[src/hw/rtl/crcfrs_pkg.sv]
// Shared types, constants and the CRC-16 byte update for the record scanner.
// No dependencies.
package crcfrs_pkg;

  localparam int unsigned MAX_NAME_BYTES = 8;

  localparam logic [15:0] CRC_POLY     = 16'h1021;
  localparam logic [7:0]  END_MARK     = 8'hff;

  // configuration register indexes
  localparam logic [1:0] CFG_MATCH_NAME  = 2'd0;
  localparam logic [1:0] CFG_NAME_LENGTH = 2'd1;
  localparam logic [1:0] CFG_MAX_VALUE   = 2'd2;

  // result kinds
  localparam logic KIND_VALUE   = 1'b0;
  localparam logic KIND_VERDICT = 1'b1;

  // verdict codes
  localparam logic [1:0] VERDICT_FOUND     = 2'd0;
  localparam logic [1:0] VERDICT_NOT_FOUND = 2'd1;
  localparam logic [1:0] VERDICT_MISMATCH  = 2'd2;

  typedef enum logic [3:0] {
    PH_LEN     = 4'b0001,
    PH_PAYLOAD = 4'b0010,
    PH_CRC_LO  = 4'b0100,
    PH_CRC_HI  = 4'b1000
  } phase_t;

  // CRC-16, MSB first, one byte per call
  function automatic logic [15:0] crc_byte(input logic [15:0] crc_in, input logic [7:0] b);
    logic [15:0] c;
    c = crc_in ^ {b, 8'h00};
    for (int i = 0; i < 8; i++) begin
      if (c[15]) begin
        c = {c[14:0], 1'b0} ^ CRC_POLY;
      end else begin
        c = {c[14:0], 1'b0};
      end
    end
    return c;
  endfunction

endpackage

[src/hw/rtl/crc_checked_field_record_scanner_unit.sv]
// A request's result, if any, is registered and visible in the cycle after
// acceptance. One input byte per cycle when not stalled; the CRC update and
// field compare are combinational between the state and result registers.
// Input is stalled only while a result waits in the result register and the
// downstream side does not take it. Reset (rst, synchronous) clears the scan
// state and loads match_name 0, name_length 1, max_value_length 255.
module crc_checked_field_record_scanner_unit
  import crcfrs_pkg::*;
(
  input  logic        clk,
  input  logic        rst,
  input  logic        cfg_valid,
  output logic        cfg_ready,
  input  logic [1:0]  cfg_index,
  input  logic [63:0] cfg_data,
  input  logic        in_valid,
  output logic        in_ready,
  input  logic [7:0]  in_byte,
  input  logic        end_of_buffer,
  output logic        out_valid,
  input  logic        out_ready,
  output logic        out_kind,
  output logic [7:0]  out_byte,
  output logic [1:0]  verdict,
  output logic [7:0]  value_count
);

  // configuration
  logic [63:0] match_name;
  logic [3:0]  name_length;
  logic [7:0]  max_value_length;

  // scan state
  phase_t      phase, phase_next;
  logic [7:0]  bytes_left, bytes_left_next;
  logic [15:0] running_crc, running_crc_next;
  logic [7:0]  crc_low_byte, crc_low_byte_next;
  logic [3:0]  name_position, name_position_next;
  logic        name_matches, name_matches_next;
  logic [7:0]  delivered, delivered_next;
  logic        value_stopped, value_stopped_next;
  logic        scan_done, scan_done_next;

  // result of the current request
  logic        res_valid;
  logic        res_kind;
  logic [7:0]  res_byte;
  logic [1:0]  res_verdict;
  logic [7:0]  res_count;

  logic        have_value;
  logic        give_verdict;
  logic [1:0]  verdict_code;
  logic [3:0]  nlen;
  logic [7:0]  name_byte;
  logic        accept;

  assign cfg_ready = 1'b1;
  assign in_ready  = !out_valid || out_ready;
  assign accept    = in_valid && in_ready;

  assign nlen      = (name_length > 4'(MAX_NAME_BYTES)) ? 4'(MAX_NAME_BYTES) : name_length;
  assign name_byte = match_name[{name_position[2:0], 3'b000} +: 8];

  always_comb begin
    phase_next         = phase;
    bytes_left_next    = bytes_left;
    running_crc_next   = running_crc;
    crc_low_byte_next  = crc_low_byte;
    name_position_next = name_position;
    name_matches_next  = name_matches;
    delivered_next     = delivered;
    value_stopped_next = value_stopped;
    scan_done_next     = scan_done;
    have_value         = 1'b0;
    give_verdict       = 1'b0;
    verdict_code       = VERDICT_FOUND;
    res_valid          = 1'b0;
    res_kind           = KIND_VALUE;
    res_byte           = 8'h00;
    res_verdict        = VERDICT_FOUND;
    res_count          = 8'h00;

    if (!scan_done) begin
      unique case (phase)
        PH_LEN: begin
          if (in_byte == END_MARK) begin
            give_verdict = 1'b1;
            verdict_code = VERDICT_NOT_FOUND;
          end else begin
            bytes_left_next    = in_byte;
            running_crc_next   = crc_byte(16'h0000, in_byte);
            name_position_next = 4'd0;
            name_matches_next  = in_byte >= {4'b0000, nlen};
            delivered_next     = 8'h00;
            value_stopped_next = 1'b0;
            phase_next         = (in_byte == 8'h00) ? PH_CRC_LO : PH_PAYLOAD;
          end
        end
        PH_PAYLOAD: begin
          running_crc_next = crc_byte(running_crc, in_byte);
          if (name_position < nlen) begin
            if (name_byte != in_byte) begin
              name_matches_next = 1'b0;
            end
            name_position_next = name_position + 4'd1;
          end else if (name_matches && !value_stopped) begin
            // a zero byte ends the value and is not sent
            if (in_byte == 8'h00) begin
              value_stopped_next = 1'b1;
            end else if (delivered < max_value_length) begin
              have_value = 1'b1;
            end
          end
          bytes_left_next = bytes_left - 8'd1;
          if (bytes_left_next == 8'h00) begin
            phase_next = PH_CRC_LO;
          end
        end
        PH_CRC_LO: begin
          crc_low_byte_next = in_byte;
          phase_next        = PH_CRC_HI;
        end
        PH_CRC_HI: begin
          if ({in_byte, crc_low_byte} != running_crc) begin
            give_verdict = 1'b1;
            verdict_code = VERDICT_MISMATCH;
          end else if (name_matches) begin
            give_verdict = 1'b1;
            verdict_code = VERDICT_FOUND;
          end else begin
            phase_next = PH_LEN;
          end
        end
        default: begin
          phase_next = PH_LEN;
        end
      endcase
    end

    if (give_verdict) begin
      scan_done_next = 1'b1;
    end

    if (end_of_buffer) begin
      // buffer ends without a verdict: report not found, drop any value byte
      if (!scan_done && !give_verdict) begin
        give_verdict = 1'b1;
        verdict_code = VERDICT_NOT_FOUND;
      end
      have_value = 1'b0;
    end

    if (give_verdict) begin
      res_valid   = 1'b1;
      res_kind    = KIND_VERDICT;
      res_verdict = verdict_code;
      res_count   = delivered_next;
    end else if (have_value) begin
      res_valid      = 1'b1;
      res_kind       = KIND_VALUE;
      res_byte       = in_byte;
      delivered_next = delivered_next + 8'd1;
    end

    // rearm for the next buffer
    if (end_of_buffer) begin
      phase_next         = PH_LEN;
      bytes_left_next    = 8'h00;
      running_crc_next   = 16'h0000;
      crc_low_byte_next  = 8'h00;
      name_position_next = 4'd0;
      name_matches_next  = 1'b1;
      delivered_next     = 8'h00;
      value_stopped_next = 1'b0;
      scan_done_next     = 1'b0;
    end
  end

  always_ff @(posedge clk) begin
    if (rst) begin
      match_name       <= 64'h0;
      name_length      <= 4'd1;
      max_value_length <= 8'hff;
    end else if (cfg_valid && cfg_ready) begin
      unique case (cfg_index)
        CFG_MATCH_NAME:  match_name       <= cfg_data;
        CFG_NAME_LENGTH: name_length      <= cfg_data[3:0];
        CFG_MAX_VALUE:   max_value_length <= cfg_data[7:0];
        default: ;
      endcase
    end
  end

  always_ff @(posedge clk) begin
    if (rst) begin
      phase         <= PH_LEN;
      bytes_left    <= 8'h00;
      running_crc   <= 16'h0000;
      crc_low_byte  <= 8'h00;
      name_position <= 4'd0;
      name_matches  <= 1'b1;
      delivered     <= 8'h00;
      value_stopped <= 1'b0;
      scan_done     <= 1'b0;
    end else if (accept) begin
      phase         <= phase_next;
      bytes_left    <= bytes_left_next;
      running_crc   <= running_crc_next;
      crc_low_byte  <= crc_low_byte_next;
      name_position <= name_position_next;
      name_matches  <= name_matches_next;
      delivered     <= delivered_next;
      value_stopped <= value_stopped_next;
      scan_done     <= scan_done_next;
    end
  end

  always_ff @(posedge clk) begin
    if (rst) begin
      out_valid <= 1'b0;
    end else if (accept) begin
      out_valid <= res_valid;
    end else if (out_ready) begin
      out_valid <= 1'b0;
    end
  end

  // hold the payload until the result is taken
  always_ff @(posedge clk) begin
    if (accept) begin
      out_kind    <= res_kind;
      out_byte    <= res_byte;
      verdict     <= res_verdict;
      value_count <= res_count;
    end
  end

endmodule
[config.mk]
export PLATFORM = sky130hd
export DESIGN_NAME = crc_checked_field_record_scanner_unit
export DESIGN_NICKNAME = d
export VERILOG_FILES = /design/src/hw/rtl/crcfrs_pkg.sv /design/src/hw/rtl/crc_checked_field_record_scanner_unit.sv
export SDC_FILE = /design/constraint.sdc
export NUM_CORES = 1
export LEC_CHECK = 0
export BUFFER_PORTS_ARGS = -buffer_cell sky130_fd_sc_hd__buf_2
export CAP_MARGIN = 20
export CELL_PAD_IN_SITES_DETAIL_PLACEMENT = 1
export CELL_PAD_IN_SITES_GLOBAL_PLACEMENT = 1
export CORE_MARGIN = 2
export CORE_UTILIZATION = 49
export CTS_BUF_LIST = sky130_fd_sc_hd__clkbuf_4
export DETAILED_ROUTE_END_ITERATION = 8
export PLACE_DENSITY = 0.92
export SETUP_SLACK_MARGIN = 0.05
export SLEW_MARGIN = 10
export SYNTH_ARGS = -nofsm -noshare
export SYNTH_HDL_FRONTEND = slang
export SYNTH_SLANG_ARGS = --single-unit
[constraint.sdc]
create_clock -name clk -period 3.35 [get_ports clk]
set_input_delay 0.1675 -clock clk [delete_from_list [all_inputs] [get_ports clk]]
set_output_delay 0.1675 -clock clk [all_outputs]
set_load 0.02 [all_outputs]
==> metrics <==
status completed; max-cap violations 0; wire length per cell 22.5 um; crit path DAT 3550 ps; share of the yosys chip area belonging to registers 40.9%; CTS Buf Count 17; Worst Path Required 3830 ps; Tcrit/Tclk final 91.7%; vias in the first global route 7820; Setup Fix Bufs, Post-CTS 0; Peak Freq 326 MHz; CTS tree done; Buf+Inv Stages, Crit Path 3; Syn-to-layout area delta 21.1%; post-DP HPWL 16000 um; Via Count 7310; Area after DPL 8190 sq um; Worst Hold Class input port to flop; Top Family by Delay on Critical Path buffers and inverters; first-pass GRT wire length 43400 um; 1st-iter DRT viols 676; number of I/O pins 102; Clock power frac 36.7%; Std-Cell Rows 45; clk_skew 31.6 ps; ys async rst share 0%; Die W 129 um; internal power 2720 uW; Starting Density 50.2%; core area 15300 sq um; number of nets in the layout 1104; post-layout instance area 9280 sq um; DRT Wirelength 27700 um; syn avg cell area 8.80 sq um; NetSw 1180 uW; Fin. Hold Viols 0; CP max stage delay 660 ps; Setup TNS Final 0 ps; CP Class flop to flop; Port Buffers 100; Final Max Tran Viols 0; Synth warnings 0; RSZ-0062 raised after global routing no; EDFF count, synth 19; Gates resized, CTS repair 0; Synthesized Nets 968; Final Wtd Congestion 0.828; Crit. End Element flop; overall routing resource usage 34.1%; Worst Hold Slack 66.5 ps; router iterations before antenna repair 8; Antenna Nets Post-Route 0; H-Tree Depth 4; Cell Area, Synth 7660 sq um; layout cells sized above 1 17.4%; pin count of the biggest net entering global routing 83; root cell of the clock tree clkbuf_4; Overflow after GRT 0; Final setup violation count 0; CTS Buffer Depth 2; sequential cell fraction of total power 48.8%; crit path time final 3070 ps; clk slew on worst S/H paths 170 ps; Die H 129 um; relative slew slack 39.9%; CP Max Fanout 17; ys flop type dfxtp_1; Skew-Pair Late Insertion Delay 590 ps; clk sinks 147; Syn Inst Count 870; die footprint 16600 sq um; startpoint types flop; hold_buf cts 72; post-DR vias/cell 5.94; part of the power in combinational logic 14.5%; Tightest Pin Transition 901 ps; leak pwr 0.00360 uW; count of different cell masters after synthesis 72; pwr dens 420 nW/um^2; slowest stage cell, crit path dfxtp_1; CP Cell Sequence buf_4 > ha_1 > o21ai_0 > o21ai_1 > o21ai_1 > nor2_1 > buf_4 > a21oi_1 > a21oi_1 > dlygate4sd3_1; sw frac 30.3%; FF+latch count, synth 147; DR DRC count 0; peak supply drop 0.203 mV; initial antenna violation count 1
==> power by group through the flow <==
stage | clock network, uW | registers, uW | logic, uW
6_report | 1430 | 1900 | 566
5_1_grt | 1500 | 1910 | 611
4_1_cts | 1420 | 1900 | 539
3_5_place_dp | 0 | 1930 | 471
3_3_place_gp | 0 | 1930 | 453
2_1_floorplan | 0 | 1920 | 329
==> final timing paths <==
path / from / slack (ps) / cells past startpoint / to
worst max-delay path: name_position[1] / 280 / 10 / out_valid
worst min-delay path: in_byte[3] / 70 / 2 / crc_low_byte[3]
worst max register to register: name_position[1] / 280 / 10 / out_valid
worst min register to register: match_name[57] / 470 / 2 / match_name[57]
==> per-stage QoR <==
step | utilization, % | power (uW) | cells | setup slack (ps)
floorplan | - | 2250 | 870 | 1110
global placement | 53.7 | 2380 | 1126 | 912
detailed placement | 53.7 | 2410 | 1126 | 810
CTS | 60.8 | 3860 | 1230 | 435
global route | 60.8 | 4020 | 1231 | 144
finish | 60.8 | 3900 | 1231 | 278
==> placed cells by master (no fill, tap or decap), types with 8 or more instances in the layout <==
| master | count |
|---|---|
| and3_1 | 21 |
| clkbuf_4 | 17 |
| xnor2_1 | 47 |
| inv_1 | 18 |
| a22o_1 | 8 |
| xor2_1 | 20 |
| nor3_1 | 12 |
| nand2_1 | 174 |
| buf_2 | 99 |
| edfxtp_1 | 19 |
| dfxtp_1 | 128 |
| a21oi_1 | 89 |
| buf_4 | 13 |
| mux4_2 | 14 |
| a22oi_1 | 14 |
| mux2i_1 | 18 |
| nand4_1 | 10 |
| dlygate4sd3_1 | 72 |
| nor2_1 | 53 |
| ha_1 | 18 |
| o21ai_0 | 23 |
==> synthesized netlist by cell type, types with 7 or more instances <==
| master | number | area share [%] |
|---|---|---|
| nor4_1 | 7 | 0.57 |
| a211o_1 | 7 | 0.80 |
| buf_1 | 8 | 0.39 |
| mux2i_1 | 18 | 2.4 |
| edfxtp_1 | 19 | 7.5 |
| nand4_1 | 10 | 0.82 |
| clkbuf_1 | 32 | 1.6 |
| nand3_1 | 7 | 0.46 |
| a22o_1 | 8 | 0.92 |
| buf_2 | 15 | 0.98 |
| inv_1 | 18 | 0.88 |
| ha_1 | 18 | 2.9 |
| o21ai_0 | 23 | 1.5 |
| nand2_1 | 174 | 8.5 |
| xor2_1 | 20 | 2.3 |
| mux4_2 | 14 | 4.1 |
| nor2_1 | 53 | 2.6 |
| xnor2_1 | 47 | 5.4 |
| a21oi_1 | 89 | 5.8 |
| and3_1 | 21 | 1.7 |
| a22oi_1 | 14 | 1.4 |
| dfxtp_1 | 128 | 33 |
| nor3_1 | 12 | 0.78 |
==> area by class of cell <==
cell class,instances,area [sq um]
inverter,18,67.6
timing repair buffer,184,1310
sequential,147,3130
clock buffer,17,128
antenna,1,2.50
clock inverter,15,236
tap,211,264
fill,1782,5980
multi-input combinational,638,4130
==> worst register-to-register path: stages, from the launching register on <==
cell and delay [ps]:
dfxtp_1 660, buf_4 290, ha_1 250, o21ai_0 150, o21ai_1 90, o21ai_1 340, nor2_1 160, buf_4 240
a21oi_1 140, a21oi_1 80, dlygate4sd3_1 550
==> cells by family after synthesis <==
group	after synthesis	share of synthesized area (%)
xor+xnor	67	7.66
buf+inv	85	5.21
fa+ha+maj	18	2.94
compound gates	189	15.7
simple gates	331	21.1
other cells	1	0.0490
mux	32	6.47
flops	147	40.9
==> flip-flops by register name, indices dropped and copies added, names as in the netlist, 2 cells and up <==
| signal | flops |
|---|---|
| out_byte | 8 |
| bytes_left | 8 |
| delivered | 8 |
| value_count | 8 |
| name_position | 4 |
| running_crc | 16 |
| name_length | 4 |
| verdict | 2 |
| phase | 4 |
| max_value_length | 8 |
| crc_low_byte | 8 |
| match_name | 64 |
==> routing by layer <==
metal | GRT usage (%) | part of all wire [%] | up-vias
met5 | 0 | 0 | -
met4 | 19.1 | 5.2 | 0
met3 | 6.36 | 5.5 | 79
met2 | 61.0 | 51 | 327
met1 | 38.4 | 38 | 3586
li1 | - | - | 3318
No activity file was read; power rests on OpenSTA's default activity.
